[config.mk]
export PLATFORM = sky130hd
export DESIGN_NAME = pip_dp
export DESIGN_NICKNAME = d
export VERILOG_FILES = /design/src/pip_pkg.sv /design/src/pip_div.sv /design/src/pip_dp.sv
export SDC_FILE = /design/constraint.sdc
export NUM_CORES = 1
export LEC_CHECK = 0
export BUFFER_PORTS_ARGS = -buffer_cell sky130_fd_sc_hd__clkbuf_2
export CAP_MARGIN = 20
export CORE_UTILIZATION = 60
export DETAILED_ROUTE_END_ITERATION = 10
export GPL_TIMING_DRIVEN = 0
export PLACE_DENSITY = 0.78
export SYNTH_ARGS = -nofsm -noshare
export SYNTH_HDL_FRONTEND = slang
export SYNTH_HIERARCHICAL = 1
export SYNTH_SLANG_ARGS = --single-unit
[constraint.sdc]
create_clock -name clk -period 9 [get_ports clk]
set_input_delay 0 -clock clk [delete_from_list [all_inputs] [get_ports clk]]
set_output_delay 0 -clock clk [all_outputs]
set_load 0.005 [all_outputs]
[src/pip_pkg.sv]
// ----------------------------------------------------------------------------
// pip_pkg
// Shared types, widths and codes for the point-in-polygon crossing test.
// ----------------------------------------------------------------------------
package pip_pkg;

  localparam int COORD_W    = 16;
  localparam int SECTOR_W   = 16;
  localparam int CFG_DATA_W = 16;
  localparam int CFG_IDX_W  = 1;
  localparam int DIV_CNT_W  = $clog2(COORD_W + 1);

  typedef logic signed [COORD_W-1:0] coord_t;
  typedef logic signed [COORD_W:0]   diff_t;
  typedef logic        [COORD_W-1:0] mag_t;
  typedef logic        [SECTOR_W-1:0] sector_t;

  localparam coord_t COORD_MAX = {1'b0, {(COORD_W-1){1'b1}}};
  localparam coord_t COORD_MIN = {1'b1, {(COORD_W-1){1'b0}}};

  localparam sector_t SECTOR_COUNT_RST = '1;

  typedef enum logic [CFG_IDX_W-1:0] {
    REG_SECTOR_COUNT = 1'b0,
    REG_BBOX_ENABLE  = 1'b1
  } cfg_reg_e;

  typedef struct packed {
    coord_t  point_x;
    coord_t  point_y;
    sector_t query_sector;
    sector_t edge_sector;
    coord_t  start_x;
    coord_t  start_y;
    coord_t  end_x;
    coord_t  end_y;
    logic    last_edge;
  } in_t;

  typedef struct packed {
    logic inside_res;
    logic box_rejected;
  } out_t;

  typedef struct packed {
    logic load;
    logic eval;
    logic mul;
    logic div_start;
    logic cmp;
    logic res_load;
  } pip_cmd_t;

  typedef struct packed {
    logic match;
    logic straddle;
    logic last;
    logic div_done;
  } pip_status_t;

endpackage

[src/pip_div.sv]
// ----------------------------------------------------------------------------
// pip_div
// Radix-2 restoring divider, one quotient bit per cycle. The quotient is
// known to fit COORD_W bits, so the upper half of the dividend seeds the
// partial remainder.
// ----------------------------------------------------------------------------
module pip_div
  import pip_pkg::*;
(
  input  logic                   clk,
  input  logic                   rst,
  input  logic                   start,
  input  logic [2*COORD_W-1:0]   dividend,
  input  mag_t                   divisor,
  output logic                   done,
  output mag_t                   quotient
);

  logic                 busy;
  logic [DIV_CNT_W-1:0] cnt;
  mag_t                 rem;
  mag_t                 dvd;
  mag_t                 dsr;
  logic [COORD_W:0]     shifted;
  logic [COORD_W+1:0]   trial;

  assign shifted = {rem, dvd[COORD_W-1]};
  assign trial   = {1'b0, shifted} - {2'b00, dsr};

  always_ff @(posedge clk) begin
    if (rst) begin
      busy <= 1'b0;
      done <= 1'b0;
      cnt  <= '0;
    end else begin
      done <= 1'b0;
      if (start) begin
        busy <= 1'b1;
        cnt  <= DIV_CNT_W'(COORD_W);
      end else if (busy) begin
        cnt <= cnt - DIV_CNT_W'(1);
        if (cnt == DIV_CNT_W'(1)) begin
          busy <= 1'b0;
          done <= 1'b1;
        end
      end
    end
  end

  always_ff @(posedge clk) begin
    if (start) begin
      rem      <= dividend[2*COORD_W-1:COORD_W];
      dvd      <= dividend[COORD_W-1:0];
      dsr      <= divisor;
      quotient <= '0;
    end else if (busy) begin
      dvd <= {dvd[COORD_W-2:0], 1'b0};
      if (!trial[COORD_W+1]) begin
        rem      <= trial[COORD_W-1:0];
        quotient <= {quotient[COORD_W-2:0], 1'b1};
      end else begin
        rem      <= shifted[COORD_W-1:0];
        quotient <= {quotient[COORD_W-2:0], 1'b0};
      end
    end
  end

`ifndef NO_ASSERTIONS
  a_start_idle: assert property (@(posedge clk) disable iff (rst) start |-> !busy)
    else $error("divider started while busy");
  a_start_busy: assert property (@(posedge clk) disable iff (rst) start |=> busy)
    else $error("divider did not go busy after start");
  a_done_after_busy: assert property (@(posedge clk) disable iff (rst)
      done |-> ($past(busy) && !busy))
    else $error("divider done without a running division");
`endif

endmodule

[src/pip_dp.sv]
// ----------------------------------------------------------------------------
// pip_dp
// Datapath: edge capture, crossing arithmetic, bounding box, parity and
// result register.
// ----------------------------------------------------------------------------
module pip_dp
  import pip_pkg::*;
(
  input  logic        clk,
  input  logic        rst,
  input  pip_cmd_t    cmd,
  output pip_status_t status,
  input  in_t         in_data,
  input  sector_t     sector_count,
  input  logic        bbox_enable,
  output out_t        out_data
);

  function automatic diff_t coord_diff(coord_t a, coord_t b);
    diff_t ea;
    diff_t eb;
    ea = {a[COORD_W-1], a};
    eb = {b[COORD_W-1], b};
    return ea - eb;
  endfunction

  function automatic mag_t abs_diff(diff_t v);
    diff_t n;
    n = -v;
    return v[COORD_W] ? n[COORD_W-1:0] : v[COORD_W-1:0];
  endfunction

  function automatic coord_t cmax(coord_t a, coord_t b);
    return (a > b) ? a : b;
  endfunction

  function automatic coord_t cmin(coord_t a, coord_t b);
    return (a < b) ? a : b;
  endfunction

  in_t                   item;
  mag_t                  mag_dx;
  mag_t                  mag_n;
  mag_t                  mag_d;
  logic                  neg;
  logic [2*COORD_W-1:0]  product;
  mag_t                  quo;
  logic                  div_done;

  logic                  parity;
  logic                  any_edge_seen;
  coord_t                box_top;
  coord_t                box_bottom;
  coord_t                box_left;
  coord_t                box_right;

  diff_t                 dx;
  diff_t                 dn;
  diff_t                 dd;
  diff_t                 q_mag;
  diff_t                 q_signed;
  logic signed [COORD_W+1:0] cross_x;
  logic signed [COORD_W+1:0] px_ext;
  logic                  crossed;

  coord_t                eff_top;
  coord_t                eff_bottom;
  coord_t                eff_left;
  coord_t                eff_right;
  logic                  outside;
  logic                  in_range;
  out_t                  result;

  assign dx = coord_diff(item.end_x, item.start_x);
  assign dn = coord_diff(item.point_y, item.start_y);
  assign dd = coord_diff(item.end_y, item.start_y);

  assign status.match    = (item.edge_sector == item.query_sector);
  assign status.straddle = (item.start_y > item.point_y) != (item.end_y > item.point_y);
  assign status.last     = item.last_edge;
  assign status.div_done = div_done;

  pip_div u_div (
    .clk      (clk),
    .rst      (rst),
    .start    (cmd.div_start),
    .dividend (product),
    .divisor  (mag_d),
    .done     (div_done),
    .quotient (quo)
  );

  // truncation toward zero: sign applied to the unsigned quotient
  assign q_mag    = {1'b0, quo};
  assign q_signed = neg ? -q_mag : q_mag;
  assign cross_x  = {q_signed[COORD_W], q_signed}
                  + {{2{item.start_x[COORD_W-1]}}, item.start_x};
  assign px_ext   = {{2{item.point_x[COORD_W-1]}}, item.point_x};
  assign crossed  = px_ext < cross_x;

  always_ff @(posedge clk) begin
    if (cmd.load) begin
      item <= in_data;
    end
    if (cmd.eval) begin
      mag_dx <= abs_diff(dx);
      mag_n  <= abs_diff(dn);
      mag_d  <= abs_diff(dd);
      neg    <= dx[COORD_W] ^ dn[COORD_W] ^ dd[COORD_W];
    end
    if (cmd.mul) begin
      product <= {{COORD_W{1'b0}}, mag_dx} * {{COORD_W{1'b0}}, mag_n};
    end
    if (cmd.res_load) begin
      out_data <= result;
    end
  end

  always_ff @(posedge clk) begin
    if (rst || cmd.res_load) begin
      parity        <= 1'b0;
      any_edge_seen <= 1'b0;
      box_top       <= COORD_MIN;
      box_bottom    <= COORD_MAX;
      box_left      <= COORD_MAX;
      box_right     <= COORD_MIN;
    end else begin
      if (cmd.eval && status.match) begin
        any_edge_seen <= 1'b1;
        box_top       <= cmax(box_top, cmax(item.start_y, item.end_y));
        box_bottom    <= cmin(box_bottom, cmin(item.start_y, item.end_y));
        box_left      <= cmin(box_left, cmin(item.start_x, item.end_x));
        box_right     <= cmax(box_right, cmax(item.start_x, item.end_x));
      end
      if (cmd.cmp && crossed) begin
        parity <= ~parity;
      end
    end
  end

  // an empty box counts as the single point at the origin
  assign eff_top    = any_edge_seen ? box_top    : '0;
  assign eff_bottom = any_edge_seen ? box_bottom : '0;
  assign eff_left   = any_edge_seen ? box_left   : '0;
  assign eff_right  = any_edge_seen ? box_right  : '0;

  assign outside = (item.point_x < eff_left) || (item.point_x > eff_right)
                || (item.point_y < eff_bottom) || (item.point_y > eff_top);
  assign in_range = item.query_sector < sector_count;

  assign result.box_rejected = in_range && bbox_enable && outside;
  assign result.inside_res   = in_range && !(bbox_enable && outside) && parity;

endmodule

==> out/qor.txt, run 1 <==
Status: complete, no violations
Fin. Hold Viols: 0
Via/cell ratio: 6.009
Critical path buffers and inverters: 4
Slew Viols, Final: 0
Critical Path RT: 9.30 ns
Worst Reg-to-Reg Cells: 21
Hold path cells: 2
Die ar.: 52,510 µm²
Seq cells post-synth: 349
Layout cells sized above 1: 8.554%
Remaining Overflow, GRT: 0
Die Y: 229.1 µm
Slew margin rel.: 19.53%
Final setup skew: 0.04447 ns
Post-synth EDFFs: 260
Starting DRT DRC Count: 1,932
Die Width: 229.1 µm
Dpl cells: 3,982
IO Pins: 160
Final estimated routing congestion in global placement: 0.9692
Top_reg_cell synth: edfxtp_1
Setup TNS Final: 0 ns
FMAX: 130.9 MHz
Worst slew pin tran: 1.192 ns
TritonCTS Buffers: 40
CP most frequent cell: fa_1
H-Tree Depth: 2
Largest net degree at the start of global routing: 101
Post-Synthesis Cells: 3,148
Sequential Area: 9589 µm²
Asr flop ratio synth: 0%
Top cells by area, synth: edfxtp_1 25%, ha_1 15%, fa_1 13%
# port buffers: 159
Initial antenna violation count: 1
CP endpoint kind: register
Rows: 82
Syn_nets: 3,865
Clock-pin slew on the worst setup and hold paths: 0.06 ns
CTS max path bufs: 3
Critical path, cell by cell: clkbuf_1 -> nand2_1 -> fa_1 -> fa_1 -> fa_1 -> inv_1 -> fa_1 -> fa_1 -> inv_1 -> fa_1 -> inv_1 -> ha_1 -> o21ai_0 -> nor2_1 -> a21oi_1 -> o311ai_0 -> a21oi_1 -> o21bai_1 -> a21o_1 -> a21oi_1 -> xnor2_1
Setup violators final: 0
Skew-Pair Late Insertion Delay: 0.58 ns
Fin cells: 4,193
First-pass detailed-route iteration total: 6
# fillers: 3,720
Area of the multi-input gates: 19,480 µm²
Avg Synthesized Cell Area: 9.834 µm²
Commonest cells in the netlist: 389 x inv_1, 364 x ha_1, 276 x nand2_1
Crit path kind: register to register
TritonCTS clock tree: yes
CP startpoint kind: register
Share of the synthesized area in the top cell type: 25.22%
Arrival time of the worst setup path: 7.94 ns
Drt wl/cell: 20.30 µm
Fin crit share: 84.88%
Min Tclk post-route: 7.639 ns
Residual DRC: 0
Synth warn: 6
CTS resizes: 0
First-pass GRT wire length: 135,000 µm
Dominant cell type by area after synthesis: edfxtp_1
Slowest CP cell: o311ai_0
Post-synth cell types: 87
Vias in the first global route: 26,130
CP delay by family, top: adder cells
Critical path depth: 21
Initial Util: 61.33%
All-Layer GR Usage: 32.56%
Via count: 25,200
Area delta synth->final: 14.43%
Synth Cell Area: 30,960 µm²
Seq/Total Area, Yosys: 30.98%
RSZ-0062 raised after global routing: false
Max-cap violations: 0
Max incr delay on CP: 1.03 ns
Root buffer cell: clkbuf_16
Critical-path maximum fanout: 10
Count leader, synth: inv_1
Post-DP HPWL: 64,060 µm
Total Nets Final: 4,205
Core ar.: 50,480 µm²
Final wirelength: 85,110 µm
Min-Delay Path Class: input port to register
Antenna Nets Post-Route: 0
Sink Count: 349
cell families after synthesis:
group                    share of synthesized area, %
XOR/XNOR                                        4.244
buffers and inverters                           6.083
multiplexers                                    3.811
adder cells (fa/ha/maj)                         27.58
flip-flops                                      30.98
AO/OA/AOI/OAI                                   12.65
AND/OR/NAND/NOR                                 14.66
layout by cell type, fill, tap and decap left out, types with 14 or more instances in the layout:
cell type and n:
inv_1 389, ha_1 364, nand2_1 276, edfxtp_1 260, fa_1 199, and2_1 175, nor2_1 172, clkbuf_2 158
a21oi_1 153, dlygate4sd3_1 136, xnor2_1 114, mux2i_1 94, o21ai_0 93, dfxtp_1 89, clkbuf_1 83, a21o_1 77
nand3_1 42, nand4_1 40, a211oi_1 40, clkbuf_16 40, o21a_1 38, nor3_1 38, xor2_1 36, nor2b_1 31
nand2b_1 29, o211ai_1 23, a31oi_1 21, mux2_2 20, or3_1 19, and3_1 15, a2111oi_0 15, o31ai_1 14
flip-flops by register name, summed over array words and instances (netlist names):
| register | flops |
|---|---|
| box_left | 16 |
| box_bottom | 16 |
| u_div/rem | 16 |
| u_div/dsr | 16 |
| parity | 1 |
| u_div/quotient | 16 |
| item | 128 |
| u_div/done | 1 |
| mag_dx | 16 |
| u_div/dvd | 16 |
| u_div/busy | 1 |
| mag_n | 16 |
| status | 1 |
| product | 32 |
| box_right | 16 |
| neg | 1 |
| box_top | 16 |
| mag_d | 16 |
| out_data | 2 |
| u_div/cnt | 5 |
| any_edge_seen | 1 |
final cells by class:
type / instances / share of cell area, %
multi-input combinational: 2309 / 55.00
antenna: 2 / 0.01413
clock inverter: 25 / 1.024
buffer: 100 / 1.183
sequential: 349 / 27.07
clock buffer: 48 / 2.910
tap: 672 / 2.374
inverter: 390 / 4.133
timing repair buffer: 298 / 6.291
metrics by stage:
stage | instance area [µm²] | hold slack [ns] | worst slack, ns | util, %
2_1_floorplan | 30960 | 0.06907 | 2.963 | -
3_3_place_gp | 32590 | 0.1764 | 1.720 | 64.57
3_5_place_dp | 32660 | 0.1786 | 1.608 | 64.71
5_1_grt | 35420 | 0.1263 | 1.123 | 70.17
4_1_cts | 35420 | 0.1059 | 1.520 | 70.17
6_report | 35420 | 0.1284 | 1.361 | 70.18
repair_timing:
item	CTS	global route
buffers inserted	0	0
endpoints found under the setup margin	0	0
hold endpoints to repair	202	0
hold buffers	136	0
metal layers:
metal  wire [µm]  track usage, %
met1       32780           39.28
met2       41300           55.61
met3        6233           5.441
met4        4791           17.54
met5           9               0
worst paths after layout:
check,slack (ns),startpoint,endpoint
min,0.13,in_data[79],item[79]
min reg2reg,0.42,mag_d[4],u_div/dsr[4]
max,1.36,mag_dx[10],product[27]
max reg2reg,1.36,mag_dx[10],product[27]
Power of run 1 is left out: the tool's default activity adds up to more than one toggle a clock period on the data nets, which glitch-free logic cannot reach.
==> run 2: changes to the inputs <==
- CORE_UTILIZATION: 60 -> 57
- clock period: 9 -> 6.6 ns (I/O delays scaled with it)
==> run 2 against run 1 <==
Final cell count up 1.1%. Critical path type unchanged. Setup slack worse by 1.2 ns. Register-to-register slack worse by 1.2 ns. Utilization down 3.8 points. Routed wire length down 4.2%. Largest cell class unchanged. Design area up 0.70%.
==> out/qor.txt, run 2 (same netlist as run 1, synthesis figures left out) <==
Via/cell ratio: 5.860
FMAX: 155.7 MHz
Critical Path RT: 6.92 ns
Most frequent cells in the layout: 389 x inv_1, 364 x ha_1, 276 x nand2_1, 260 x edfxtp_1, 199 x fa_1
Initial antenna violation count: 2
# port buffers: 159
Fin area: 35,670 µm²
Skew-Pair Late Insertion Delay: 0.59 ns
Remaining Overflow, GRT: 0
Met2 Use GR: 49.02%
CP startpoint kind: register
First-pass GRT wire length: 130,000 µm
Core ar.: 53,710 µm²
Root buffer cell: clkbuf_16
Final setup skew: 0.04870 ns
Slew Viols, Final: 0
Area of the multi-input gates: 19,510 µm²
Sequential Area: 9589 µm²
Die Width: 235.0 µm
GR peak layer: met2
Residual DRC: 0
Grt met3 use: 4.194%
IO Pins: 160
Post-DP HPWL: 60,990 µm
Largest net degree at the start of global routing: 100
Die Y: 235.0 µm
CTS max path bufs: 3
TritonCTS clock tree: yes
CP endpoint kind: register
All-Layer GR Usage: 29.70%
Status: complete, no violations
Antenna Nets Post-Route: 0
Top Registers: item: 128 flops, product: 32 flops
TritonCTS Buffers: 40
Setup violators final: 0
Drt wl/cell: 19.24 µm
Sink Count: 349
Setup WS pre-CTS: -0.7391 ns
Cell Area, Placed: 32,710 µm²
Worst setup margin: 0.1770 ns
Min-Delay Path Class: input port to register
Final estimated routing congestion in global placement: 1.004
Max-cap violations: 0
Worst slew pin tran: 1.191 ns
Commonest non-fill, non-tap cell in the layout: inv_1
Area delta synth->final: 15.23%
Rows: 85
Starting DRT DRC Count: 1,973
Initial Util: 57.64%
Critical-path maximum fanout: 6
Global routing usage on met1: 37.53%
Crit path kind: register to register
Die ar.: 55,240 µm²
Clock-pin slew on the worst setup and hold paths: 0.06 ns
Final wirelength: 81,550 µm
# fillers: 4,056
First-pass detailed-route iteration total: 5
Largest register by flop count: item
H-Tree Depth: 2
Slew margin rel.: 19.60%
Fin crit share: 97.32%
Total Nets Final: 4,225
Min Tclk post-route: 6.423 ns
Vias in the first global route: 25,090
Max reg flops: 128
Arrival time of the worst setup path: 6.74 ns
Via count: 24,830
Fin. Hold Viols: 0
Layout cells sized above 1: 10.08%
run 2: metrics by stage:
stage / hold slack [ns] / cells / utilization (%) / setup TNS, ns
2_1_floorplan: 0.06907 / 3148 / - / 0
3_3_place_gp: 0.1766 / 4003 / 60.74 / -3.522
3_5_place_dp: 0.1786 / 4006 / 60.90 / -4.006
4_1_cts: 0.03182 / 4216 / 65.97 / 0
5_1_grt: 0.05282 / 4238 / 66.42 / -0.04662
6_report: 0.03645 / 4238 / 66.42 / 0
run 2: what timing repair did:
item / in CTS / in global routing
setup buffers: 1 / 21
hold buffers: 135 / 0
pin swaps: 0 / 6
resized for setup: 23 / 72
hold endpoints to repair: 187 / 0
gates cloned: 0 / 0
endpoints found under the setup margin: 10 / 7
run 2: critical path, stage by stage, from the launching register on:
cell and delay [ns]:
edfxtp_1 0.48, buf_4 0.22, and2_1 0.18, fa_1 0.55, inv_1 0.06, fa_1 0.46
fa_1 0.51, inv_1 0.06, fa_1 0.49, fa_1 0.49, inv_1 0.05, fa_1 0.54
inv_1 0.06, ha_1 0.34, a21o_1 0.18, a21o_1 0.21, nor3_1 0.14, o211ai_1 0.18
a31oi_1 0.31, o21ai_0 0.19, a21o_1 0.20, a21oi_1 0.16, xnor2_1 0.10
run 2: layout make-up:
| cell class | instances | area share, % |
|---|---|---|
| flip-flops and latches | 349 | 26.88 |
| repair buffers | 319 | 6.717 |
| clock buffers | 46 | 2.988 |
| multi-input cells | 2309 | 54.70 |
| plain buffers | 99 | 1.417 |
| diodes | 2 | 0.01403 |
| inverters | 390 | 4.104 |
| well taps | 696 | 2.441 |
| clock inverters | 28 | 0.7401 |
run 2: path summary, 6_finish.rpt:
check | from | end | slack, ns | cells after the start
worst min-delay path | cmd[4] | mag_dx[9] | 0.04 | 1
worst max-delay path | mag_n[4] | product[24] | 0.18 | 22
worst min register to register | mag_d[0] | u_div/dsr[0] | 0.42 | 0
worst max register to register | mag_n[4] | product[24] | 0.18 | 22
run 2: routing by layer:
layer	routed length [µm]	vias to the layer above
met5	0	-
met4	4945	0
met3	5229	302
met2	38140	1066
met1	33240	11780
li1	-	11680
Power of run 2 is left out for the same reason.
==> run 3: changes to the inputs <==
- GPL_TIMING_DRIVEN: 0 -> 1
- PLACE_DENSITY: 0.78 -> 0.81
==> run 3 against run 2 <==
Design area is 0.64% lower. First-iteration DRC count rose by 1.8%. Utilization shrank 0.43 points. Routed wire length down 4.2%. Count of clock-buffer cells in the layout rose by 1. Critical endpoint unchanged.
==> out/qor.txt, run 3 (same netlist as run 1, synthesis figures left out) <==
Rows: 85
CTS max path bufs: 3
Vias in the first global route: 24,650
Max reg flops: 128
Initial antenna violation count: 1
Total Nets Final: 4,167
H-Tree Depth: 2
Core ar.: 53,710 µm²
Largest register by flop count: item
R2r startpoint: mag_n[4]
Final setup skew: 0.05327 ns
Drt wl/cell: 18.69 µm
TritonCTS Buffers: 40
# port buffers: 159
Largest net degree at the start of global routing: 77
First-pass GRT wire length: 125,900 µm
Top Registers: item: 128 flops, product: 32 flops
Critical-path maximum fanout: 11
Final estimated routing congestion in global placement: 0.9350
Final hold slack: 0.08195 ns
Status: complete, no violations
FMAX: 159.2 MHz
Residual DRC: 0
Skew-Pair Late Insertion Delay: 0.61 ns
Die Width: 235.0 µm
Slew margin rel.: 29.97%
Max-cap violations: 0
Die ar.: 55,240 µm²
Min-Delay Path Class: input port to register
Arrival time of the worst setup path: 6.59 ns
Hold path cells: 2
Remaining Overflow, GRT: 0
Slew Viols, Final: 0
Reg2Reg Capture Point: product[24]
Clock-pin slew on the worst setup and hold paths: 0.07 ns
# fillers: 4,033
TritonCTS clock tree: yes
Initial Util: 57.64%
IO Pins: 160
Setup violators final: 0
Min Tclk post-route: 6.283 ns
Global routing usage on met1: 36.43%
Final wirelength: 78,090 µm
Worst Reg-to-Reg Cells: 22
Grt met3 use: 5.099%
All-Layer GR Usage: 28.35%
Post-DP HPWL: 57,740 µm
Area delta synth->final: 14.49%
Fin crit share: 95.20%
Sink Count: 349
R2R Setup Slk: 0.32 ns
Critical Path RT: 6.91 ns
CP endpoint kind: register
Commonest non-fill, non-tap cell in the layout: inv_1
Die Y: 235.0 µm
First-pass detailed-route iteration total: 5
Layout cells sized above 1: 10.28%
Endpoint, Worst Hold: mag_n[0]
Root buffer cell: clkbuf_16
GR peak layer: met2
Crit path kind: register to register
Most frequent cells in the layout: 389 x inv_1, 364 x ha_1, 276 x nand2_1, 260 x edfxtp_1, 199 x fa_1
Met2 Use GR: 47.61%
CP startpoint kind: register
Via count: 24,350
Fin. Hold Viols: 0
HP Start: cmd[4]
Antenna Nets Post-Route: 0
Via/cell ratio: 5.827
Worst slew pin tran: 1.037 ns
Starting DRT DRC Count: 2,008
==> run 3: cell count changes in the layout (fill, tap and decap cells not counted), sizes merged <==
cell / change
buf: +7
inv: -2
clkinvlp: -3
clkbuf: -63
clkinv: +3
dlygate4sd3: -1
diode: -1
bufinv: +1
==> run 3: worst max-delay path, stage by stage (launching register included) <==
cell and delay [ns]:
edfxtp_1 0.54, buf_4 0.22, and2_1 0.17, fa_1 0.54
inv_1 0.05, fa_1 0.45, fa_1 0.51, inv_1 0.06
fa_1 0.48, fa_1 0.54, inv_1 0.07, fa_1 0.48
inv_1 0.04, ha_1 0.33, a21o_1 0.18, a21o_1 0.20
nor3_1 0.13, o211ai_1 0.16, a31oi_1 0.28, o21ai_0 0.17
a21o_1 0.20, a21oi_1 0.16, xnor2_1 0.07
==> run 3: worst max path at each step <==
stage	from	endpoint	slack (ns)	cells after the start
4_1_cts	mag_dx[10]	product[27]	0.09	21
2_1_floorplan	mag_n[1]	product[27]	0.56	21
6_report	mag_n[4]	product[24]	0.32	22
3_5_place_dp	mag_dx[10]	product[27]	0.15	21
5_1_grt	mag_n[4]	product[24]	-0.01	22
3_3_place_gp	mag_dx[5]	product[27]	0.35	22
==> run 3: layer usage <==
metal	vias to the layer above	share of wire, %
li1	11550	-
met1	11660	42
met2	932	47
met3	214	7.2
met4	0	3.9
met5	-	0
==> run 3: area by class of cell <==
| type | count | area (µm²) | share of cell area, % |
|---|---|---|---|
| diodes | 1 | 2.502 | 0.007060 |
| clock buffers | 47 | 1067 | 3.011 |
| clock inverters | 27 | 312.8 | 0.8826 |
| inverters | 390 | 1464 | 4.130 |
| multi-input cells | 2309 | 19490 | 55.00 |
| flip-flops and latches | 349 | 9590 | 27.06 |
| well taps | 696 | 870.8 | 2.457 |
| repair buffers | 360 | 2640 | 7.449 |
==> run 3: what timing repair did <==
item / in CTS / in global routing
hold endpoints to repair: 195 / 0
setup buffers: 0 / 36
resized for setup: 0 / 1
hold buffers: 134 / 0
endpoints found under the setup margin: 0 / 4
==> run 3: per-stage QoR <==
stage                     setup slack (ns)  TNS (ns)  area (µm²)  utilization (%)  std cells
after detailed placement            0.1510         0       32440            60.40       3933
after global routing              -0.01046  -0.01046       35440            65.99       4179
final                               0.3166         0       35440            65.99       4179
after floorplan                     0.5634         0       30960                -       3148
after global placement              0.3460         0       32440            60.40       3933
after CTS                          0.09477         0       35160            65.47       4141
Power of run 3 is left out for the same reason.
